### src/rtl/core/gbs_pkg.sv
// shared types, constants and coefficient helpers for the gaussian blur stream
package gbs_pkg;

  typedef enum logic [1:0] {
    REG_WIDTH  = 2'd0,
    REG_HEIGHT = 2'd1,
    REG_KERNEL = 2'd2
  } cfg_reg_t;

  localparam int QDEPTH = 8;
  localparam int QAW = 3;
  localparam logic [23:0] WHITE = 24'hFFFFFF;

  typedef struct packed {
    logic        last;
    logic [23:0] data;
  } out_beat_t;

  // kernel weights in millionths
  localparam int unsigned W5 [25] = '{
    3765,  15019, 23792,  15019, 3765,
    15019, 59913, 94907,  59913, 15019,
    23792, 94907, 150343, 94907, 23792,
    15019, 59913, 94907,  59913, 15019,
    3765,  15019, 23792,  15019, 3765};
  localparam int unsigned W3 [9] = '{
    62500,  125000, 62500,
    125000, 250000, 125000,
    62500,  125000, 62500};

  // weight rounded half-up to unsigned fixed point with frac fraction bits
  function automatic int unsigned coef_q(input bit five, input int k, input int a,
                                         input int frac);
    longint unsigned m;
    m = 0;
    if (five) begin
      if (k < 5 && a < 5) m = W5[k*5+a];
    end else if (k < 3 && a < 3) begin
      m = W3[k*3+a];
    end
    return int'(((m << frac) + 64'd500000) / 64'd1000000);
  endfunction

endpackage

### src/rtl/core/gbs_merge.sv
// joins the three channel results into an output beat and queues it
module gbs_merge
  import gbs_pkg::*;
(
  input  logic           clk,
  input  logic           rst,
  input  logic           push,
  input  logic [7:0]     red,
  input  logic [7:0]     green,
  input  logic [7:0]     blue,
  input  logic           last,
  output logic [QAW:0]   count,
  output logic           m_axis_tvalid,
  input  logic           m_axis_tready,
  output logic [23:0]    m_axis_tdata,
  output logic           m_axis_tlast
);

  out_beat_t        q [QDEPTH];
  logic [QAW-1:0]   wp;
  logic [QAW-1:0]   rp;
  logic             pop;

  assign pop           = m_axis_tvalid && m_axis_tready;
  assign m_axis_tvalid = (count != '0);
  assign m_axis_tdata  = q[rp].data;
  assign m_axis_tlast  = q[rp].last;

  always_ff @(posedge clk) begin
    if (push) begin
      q[wp] <= '{last: last, data: {blue, green, red}};
    end
  end

  always_ff @(posedge clk) begin
    if (rst) begin
      wp    <= '0;
      rp    <= '0;
      count <= '0;
    end else begin
      if (push) wp <= wp + 1'b1;
      if (pop)  rp <= rp + 1'b1;
      count <= count + (QAW+1)'(push) - (QAW+1)'(pop);
    end
  end

endmodule

### config.mk
export PLATFORM = sky130hd
export DESIGN_NAME = gbs_merge
export DESIGN_NICKNAME = d
export VERILOG_FILES = /design/src/rtl/core/gbs_pkg.sv /design/src/rtl/core/gbs_merge.sv
export SDC_FILE = /design/constraint.sdc
export NUM_CORES = 1
export LEC_CHECK = 0
export ABC_CLOCK_PERIOD_IN_PS = 3500
export BUFFER_PORTS_ARGS = -buffer_cell sky130_fd_sc_hd__buf_2
export CORE_MARGIN = 2
export CORE_UTILIZATION = 60
export CTS_CLUSTER_DIAMETER = 150
export DETAILED_ROUTE_END_ITERATION = 7
export GPL_ROUTABILITY_DRIVEN = 0
export HOLD_SLACK_MARGIN = 0.03
export PLACE_DENSITY = 0.8
export REMOVE_ABC_BUFFERS = 1
export SLEW_MARGIN = 25
export SYNTH_ARGS = -nofsm -noshare
export SYNTH_HDL_FRONTEND = slang
export SYNTH_SLANG_ARGS = --single-unit
### constraint.sdc
create_clock -name clk -period 3.5 [get_ports clk]
set_clock_uncertainty 0.05 [all_clocks]
set_input_delay 0.525 -clock clk [delete_from_list [all_inputs] [get_ports clk]]
set_output_delay 0.525 -clock clk [all_outputs]
set_load 0.05 [all_outputs]
==> flow_metrics.tcl <==
set metrics [dict create \
    status "completed" \
    grt_first_pass_wirelength_um 22500 \
    crit_path_max_fanout 35 \
    endpoint_kind "output pin" \
    critPathKind "flop to output pin" \
    comb_power_share_pct 19.7 \
    first_global_vias 3911 \
    swShare_pct 27.5 \
    p_int_mw 4.54 \
    viasPerCell 5.97 \
    drt_iter0_drc 254 \
    synth-main-ff-cell "edfxtp_1" \
    hold_viol_final 0 \
    cp_top_family "multiplexers" \
    nFillCells 807 \
    grt_max_degree 36 \
    antenna_cells 0 \
    synth_edf_count 200 \
    clk_pin_slew_worst_paths_ns 0.06 \
    crit_required_ns 2.92 \
    cts_setup_buffers 0 \
    grtUsageTotal_pct 20.8 \
    crit_buf_inv 2 \
    grt-ovfl-total 0 \
    fin_crit_sh_pct 88.7 \
    antenna_found_initial 1 \
    synthArstFlopShare_pct 0 \
    yosys.area.top_type_share_pct 71.9 \
    clkLatencyLatePin_ns 0.48 \
    ys_ff_latch 213 \
    ys_top_cells_by_count "edfxtp_1 (200), mux4_1 (50), mux2_2 (27)" \
    wl_per_cell_um 23.4 \
    core_area_sq_um 13700 \
    cts_sinks 213 \
    finalInstanceArea_sq_um 9560 \
    post-route-util_pct 69.6 \
    cts.htree.levels 1 \
    initial_utilization_pct 60.8 \
    slew_violations 0 \
    reg2reg_slack_ns 1.23 \
    area_growth_pct 14.5 \
    clockPowerShare_pct 33.3 \
    yosysMostFrequentCell "edfxtp_1" \
    period_needed_ns 3.10 \
    slew_headroom_pct 36.8 \
    power_mw 6.26 \
    cts_buffer_depth 3 \
    fmax_ghz 0.322 \
    drc_errors 0 \
    cts-hold-fix-buffers 0 \
    p_switching_mw 1.72 \
    route.vias.total 3801 \
    crit_slowest_cell "mux4_1" \
    placedCellCount 601 \
    ys_seq_area_share_pct 75.1 \
    fin_nets 480 \
    worst_pin_slew_ns 0.943 \
    synth_cell_type_count 24 \
    worstPathCellList "buf_4 -> mux4_1 -> mux2_2 -> buf_2" \
    die-width_um 122 \
    critical_path_arrival_ns 2.53 \
    cts_resized 0 \
    synth.area.top_cells "edfxtp_1 (72%), mux4_1 (16%), mux2_2 (3.6%)" \
    io_buffers 58 \
    power.density_nw_per_um2 655 \
    dr.pass1.iters 4 \
    clockRootBuffer "clkbuf_16" \
    p_leak_nw 3.23 \
    drt_wl_total_um 14900 \
    syn-cell-area_sq_um 8350 \
    tns_ns 0 \
    synth_area_leader_cell "edfxtp_1" \
    ant_nets 0 \
    die_h_um 122 \
    hp-class "primary input to flop" \
    ios 59 \
    hpwl_um 8260 \
    stdcell_count 637 \
    final-setup-viol-count 0 \
    die_area_sq_um 14900 \
    yosysWarnings 0 \
    rsz0062_at_grt "no" \
    seqPwrFrac_pct 47.0 \
    cts_buffers 21 \
    critPathMaxStageDelay_ns 0.65 \
    vdd_drop_max_v 0.000502 \
    placed_cell_area_sq_um 8920 \
    drive_gt1_share_pct 29.5 \
    maxCapViolCount 0 \
    start_kind "flop" \
    fp-row-count 43 \
    netlist_instances 366 \
    cts_tree "yes" \
    syn_avg_cell_area_sq_um 22.8 \
]
final timing paths:
| kind | startpoint | to | depth (start not counted) |
|---|---|---|---|
| setup / recovery | flop | m_axis_tdata[3] | 4 |
| hold / removal | green[2] | q[4][10] | 1 |
| setup reg to reg | count[2] | count[1] | 10 |
| hold reg to reg | rp[1] | rp[1] | 2 |
through the flow:
| step | hold slack, ns | setup slack (ns) |
|---|---|---|
| floorplan | 0.424 | 0.262 |
| global placement | 0.443 | 1.00 |
| detailed placement | 0.447 | 0.941 |
| CTS | 0.238 | 0.361 |
| global route | 0.257 | 0.329 |
| finish | 0.253 | 0.395 |
registers in the layout, summed over array words and instances (netlist names), named ones only:
register / count
count: 4
wp: 3
q: 200
rp: 3
power by group through the flow:
| stage | clock, mW | sequential [mW] | combinational [mW] |
|---|---|---|---|
| 2_1_floorplan | 0 | 3.08 | 0.834 |
| 5_1_grt | 2.20 | 2.95 | 1.30 |
| 3_5_place_dp | 0 | 3.00 | 1.24 |
| 4_1_cts | 2.13 | 2.94 | 1.25 |
| 3_3_place_gp | 0 | 2.99 | 1.22 |
| 6_report | 2.09 | 2.94 | 1.23 |
per-layer routing:
metal	GRT usage (%)	share of wire, %
met5	0	0.087
met4	5.68	1.9
met3	3.46	4.9
met2	35.4	51
met1	28.5	42
logic make-up after synthesis:
group / count (synthesis) / share of synthesized area [%]
multiplexers: 78 / 19.5
AO/OA/AOI/OAI: 10 / 0.644
buffers and inverters: 24 / 1.62
adder cells (fa/ha/maj): 7 / 1.14
flip-flops: 213 / 75.1
AND/OR/NAND/NOR: 31 / 1.72
XOR/XNOR: 3 / 0.315
layout make-up:
class	instances	area (sq um)	share of cell area, %
Timing Repair Buffer	71	425	4.45
Multi-Input combinational cell	129	1970	20.6
Clock inverter	5	51.3	0.537
Clock buffer	31	583	6.10
Sequential cell	213	6270	65.6
Inverter	8	30.0	0.314
Tap cell	180	225	2.36
cell usage in the layout, fill, tap and decap left out, types with 2 or more instances in the layout:
master and instances:
a21oi_1 6, buf_12 3, buf_2 58, buf_4 10
clkbuf_1 8, clkbuf_16 21, clkbuf_8 2, clkinv_1 2
dfxtp_1 11, dfxtp_2 2, edfxtp_1 200, ha_1 6
inv_1 8, mux2_2 27, mux4_1 50, nand2_1 5
nand2b_1 4, nand3_1 3, nor2_1 7, nor2_2 6
nor2b_1 2, nor3_2 2, o21ai_0 3, xor2_1 2
No activity file was read; power rests on OpenSTA's default activity.
