### config.mk
export PLATFORM = sky130hd
export DESIGN_NAME = gbs_lane
export DESIGN_NICKNAME = d
export VERILOG_FILES = /design/src/rtl/core/gbs_pkg.sv /design/src/rtl/core/gbs_lane.sv
export SDC_FILE = /design/constraint.sdc
export NUM_CORES = 2
export LEC_CHECK = 0
export BUFFER_PORTS_ARGS = -buffer_cell sky130_fd_sc_hd__buf_2
export CAP_MARGIN = 25
export CORE_AREA = 3 3 344 346
export DETAILED_ROUTE_END_ITERATION = 10
export DIE_AREA = 0 0 347 349
export PLACE_DENSITY = 0.78
export SETUP_SLACK_MARGIN = 0.2
export SLEW_MARGIN = 10
export SYNTH_ARGS = -nofsm -noshare
export SYNTH_HDL_FRONTEND = slang
export SYNTH_SLANG_ARGS = --single-unit
### constraint.sdc
create_clock -name clk -period 4.8 [get_ports clk]
set_input_delay 0.24 -clock clk [delete_from_list [all_inputs] [get_ports clk]]
set_output_delay 0.24 -clock clk [all_outputs]
set_load 0.01 [all_outputs]
### src/rtl/core/gbs_pkg.sv
// shared types, constants and coefficient helpers for the gaussian blur stream
package gbs_pkg;

  typedef enum logic [1:0] {
    REG_WIDTH  = 2'd0,
    REG_HEIGHT = 2'd1,
    REG_KERNEL = 2'd2
  } cfg_reg_t;

  localparam int QDEPTH = 8;
  localparam int QAW = 3;
  localparam logic [23:0] WHITE = 24'hFFFFFF;

  typedef struct packed {
    logic        last;
    logic [23:0] data;
  } out_beat_t;

  // kernel weights in millionths
  localparam int unsigned W5 [25] = '{
    3765,  15019, 23792,  15019, 3765,
    15019, 59913, 94907,  59913, 15019,
    23792, 94907, 150343, 94907, 23792,
    15019, 59913, 94907,  59913, 15019,
    3765,  15019, 23792,  15019, 3765};
  localparam int unsigned W3 [9] = '{
    62500,  125000, 62500,
    125000, 250000, 125000,
    62500,  125000, 62500};

  // weight rounded half-up to unsigned fixed point with frac fraction bits
  function automatic int unsigned coef_q(input bit five, input int k, input int a,
                                         input int frac);
    longint unsigned m;
    m = 0;
    if (five) begin
      if (k < 5 && a < 5) m = W5[k*5+a];
    end else if (k < 3 && a < 3) begin
      m = W3[k*3+a];
    end
    return int'(((m << frac) + 64'd500000) / 64'd1000000);
  endfunction

endpackage

### src/rtl/core/gbs_lane.sv
// one color channel: weighted taps, row sums, truncation and saturation
module gbs_lane
  import gbs_pkg::*;
#(
  parameter int MAX_KERNEL     = 5,
  parameter int COEF_FRAC_BITS = 16
) (
  input  logic                  clk,
  input  logic [7:0]            taps [MAX_KERNEL][MAX_KERNEL],
  input  logic [MAX_KERNEL-1:0] row_ok,
  input  logic [MAX_KERNEL-1:0] col_ok,
  input  logic                  five,
  output logic [7:0]            result
);

  localparam int K  = MAX_KERNEL;
  localparam int CW = COEF_FRAC_BITS;
  localparam int PW = CW + 8;
  localparam int SW = PW + 3;
  localparam int TW = PW + 5;

  logic [PW-1:0] prod [K][K];
  logic [SW-1:0] rsum [K];
  logic [TW-1:0] total;
  logic [TW-1:0] whole;

  for (genvar k = 0; k < K; k++) begin : g_row
    for (genvar a = 0; a < K; a++) begin : g_tap
      localparam logic [CW-1:0] C5 = CW'(coef_q(1'b1, k, a, COEF_FRAC_BITS));
      localparam logic [CW-1:0] C3 = CW'(coef_q(1'b0, k, a, COEF_FRAC_BITS));
      logic [7:0] pv;

      // taps off the image read white
      assign pv = (row_ok[k] && col_ok[a]) ? taps[k][a] : 8'hFF;

      always_ff @(posedge clk) begin
        prod[k][a] <= PW'(five ? C5 : C3) * PW'(pv);
      end
    end
  end

  always_ff @(posedge clk) begin
    logic [SW-1:0] s;
    for (int k = 0; k < K; k++) begin
      s = '0;
      for (int a = 0; a < K; a++) begin
        s = s + SW'(prod[k][a]);
      end
      rsum[k] <= s;
    end
  end

  always_comb begin
    total = '0;
    for (int k = 0; k < K; k++) begin
      total = total + TW'(rsum[k]);
    end
    whole  = total >> CW;
    result = (whole > TW'(255)) ? 8'hFF : whole[7:0];
  end

endmodule

==> results.toml <==
[outcome]
outcome = "finished, violations left"
failed_checks = "setup timing"

[floorplan]
core.rowCount = 125
initial_utilization = 0.586
die-area_sq_um = 121000
die_x_microns = 347
core_sq_um = 116000
die_h_microns = 349
io_pins = 220

[global_route]
grt_pass1_wl_microns = 281000
grt_max_degree = 35
grt_use_total = 0.289
first_global_vias = 55919
antenna_found_initial = 8
overflow = 0

[placed_design]
placed_area_sq_um = 78400
gp_congestion = 0.970
hpwl_microns = 149000
placed_cells = 9682
io_buffers = 219
preCtsSetupSlack_ns = -0.915

[min_path]
hold_depth = 3
hold_path_end = "prod[3][3]"
holdCritStartpoint = "taps[40]"
min_path_type = "primary input to flip-flop"

[logic_synthesis]
post_synth.cell_area_avg_sq_um = 9.69
synth.area.top_cells = "ha_1, fa_1, dfxtp_1, inv_1, xnor2_1"
ys_types = 80
yosysTopAreaCellShare = 0.262
netlist_instances = 7002
synth_ff_type = "dfxtp_1"
netlist_area_sq_um = 67800
async_flop_share = 0
synth_seq_area_share = 0.177
synth_edf_count = 0
yosysWarnings = 0
yosysTopAreaCell = "ha_1"
ys_ff_latch = 600

[timing]
setup_tns_ns = -9.75
slew_headroom = 0.507
slew_violations = 0
period_share = 1.27
fmax_mhz = 165
setup_ws_ns = -1.28
finalHoldViolCount = 0
tightest_slew_ns = 0.732
clock_skew_ns = 0.0179
min_period_ns = 6.08
report.final.setup_viol = 8
rsz0062_at_grt = "yes"

[detailed_routing]
post-route-drc-count = 0
wl_per_cell_microns = 17.9
drt-initial-drc-count = 2718
first_pass_iters = 6
vias = 52668
vias_per_cell = 5.34
wl_microns = 177000
drtAntennaViolNets = 0

[clocking]
cts_max_path_buffers = 3
cts.reportedPaths.clkPinSlew_ns = 0.06
tritoncts = "yes"
clock-sinks = 600
clock_latency_ns = 0.63
cts-buffers-inserted = 68
h-tree-depth = 3
clockRootBuffer = "clkbuf_16"

[worst_setup_path]
crit_type = "flip-flop to primary output"
cp-start-kind = "flip-flop"
reg2reg_slack_ns = 0.13
worstPathRequired_ns = 4.56
cp.arrival_ns = 5.84
cp.buffers_inverters = 8
r2r_end = "rsum[0][125]"
crit_path_top_delay_cell = "fa_1"
max_stage_delay_ns = 0.49
critical_path_peak_fanout = 3
cpLargestDelayFamily = "compound AO/OA/AOI/OAI gates"
rr_startpoint = "prod[4][99]"
cp-end-kind = "primary output"
r2r.worst_path.cells = 20

[run]
maxCapViolCount = 0

[cells_and_area]
layout-drive-gt1-share = 0.203
fin_cells = 9859
nets = 10699
fillCellCount = 8091
area_growth_pct = 21.9
final_area_sq_um = 82700
## worst register-to-register path: stages, from the launching register on
cell and delay (ns):
dfxtp_4 0.36, ha_4 0.17, fa_2 0.35, a21o_1 0.17, a21oi_2 0.17, nand2b_4 0.18
buf_6 0.11, a211oi_4 0.06, o21ai_2 0.18, nand2b_1 0.11, a21oi_2 0.19, xor2_2 0.12
fa_1 0.54, inv_1 0.05, fa_1 0.55, ha_4 0.24, and3_1 0.18, a211oi_2 0.29
o21bai_2 0.13, a21oi_2 0.24, xnor2_2 0.18
## sequential cells by signal (all words and copies together), names as in the netlist
name / count
rsum: 119
prod: 481
## Yosys cell counts (all sizes together) (8+ instances only)
master / instances
a211o: 13
a211oi: 31
a21boi: 13
a21o: 107
a21oi: 337
a31o: 9
a31oi: 38
a41o: 11
and2: 33
and3: 39
clkbuf: 37
dfxtp: 600
fa: 790
ha: 1420
inv: 1463
mux2i: 18
nand2: 194
nand2b: 53
nand3: 92
nand3b: 11
nor2: 344
nor2b: 68
nor3: 111
o2111ai: 16
o211ai: 13
o21a: 97
o21ai: 294
o21bai: 84
o31ai: 16
o41ai: 16
or2: 32
or3: 36
or4: 8
xnor2: 357
xor2: 102
## how the worst max path moves through the flow
stage	end	depth (start not counted)	start	slack [ns]
after floorplan	result[6]	20	rsum[0][29]	-0.22
after CTS	result[4]	24	rsum[0][29]	-1.27
after detailed placement	result[4]	25	rsum[0][1]	-0.92
after global placement	result[4]	25	rsum[0][1]	-0.79
final	result[3]	26	rsum[0][28]	-1.28
after global routing	result[3]	25	rsum[0][28]	-1.51
## kinds of logic (layout without fill, tap and decap cells)
| group | count (synthesis) | in the layout | share of synthesized area |
|---|---|---|---|
| fa+ha+maj | 2210 | 2210 | 0.495 |
| compound gates | 1159 | 1159 | 0.108 |
| flops | 600 | 600 | 0.177 |
| other cells | 2 | 18 | 0.000111 |
| buf+inv | 1507 | 2823 | 0.0835 |
| simple gates | 1047 | 1048 | 0.0739 |
| xor+xnor | 459 | 459 | 0.0593 |
| mux | 18 | 18 | 0.00266 |
## through the flow
step,hold slack (ns),utilization
finish,0.0561,0.714
global route,0.0688,0.714
CTS,0.0276,0.703
detailed placement,0.476,0.678
global placement,0.471,0.678
floorplan,0.387,-
## metal layers
layer	global-route usage	up-vias	share of wire	routed length [microns]
met1	0.365	25619	0.42	73400
met4	0.105	2	0.046	8060
met5	0	-	0.000040	7
met2	0.509	1185	0.49	86700
li1	-	25475	-	-
met3	0.0377	387	0.048	8470
## placed cells by master, fill, tap and decap left out, drive strengths merged, types with 195 or more instances in the layout
cell	n
o21ai	294
inv	1474
nor2	344
dfxtp	600
nand2	195
ha	1420
buf	1232
fa	790
xnor2	357
a21oi	337
## area by class of cell
cell class | instances | area, sq um | share of cell area
Multi-Input combinational cell | 4907 | 51900 | 0.628
Tap cell | 1524 | 1910 | 0.0231
Clock inverter | 43 | 514 | 0.00622
Antenna cell | 5 | 12.5 | 0.000151
Sequential cell | 600 | 12000 | 0.145
Timing Repair Buffer | 1237 | 8990 | 0.109
Inverter | 1463 | 5490 | 0.0664
Clock buffer | 80 | 1830 | 0.0221
## what timing repair did
action / 4_1_cts / 5_1_grt
setup buffers: 16 / 30
gates cloned: 0 / 3
setup endpoints to repair: 34 / 109
gates resized for setup: 85 / 251
pin swaps: 59 / 159
hold buffers: 0 / 0
Power is left out: the tool's default activity adds up to more than one toggle a clock period on the data nets, which glitch-free logic cannot reach.
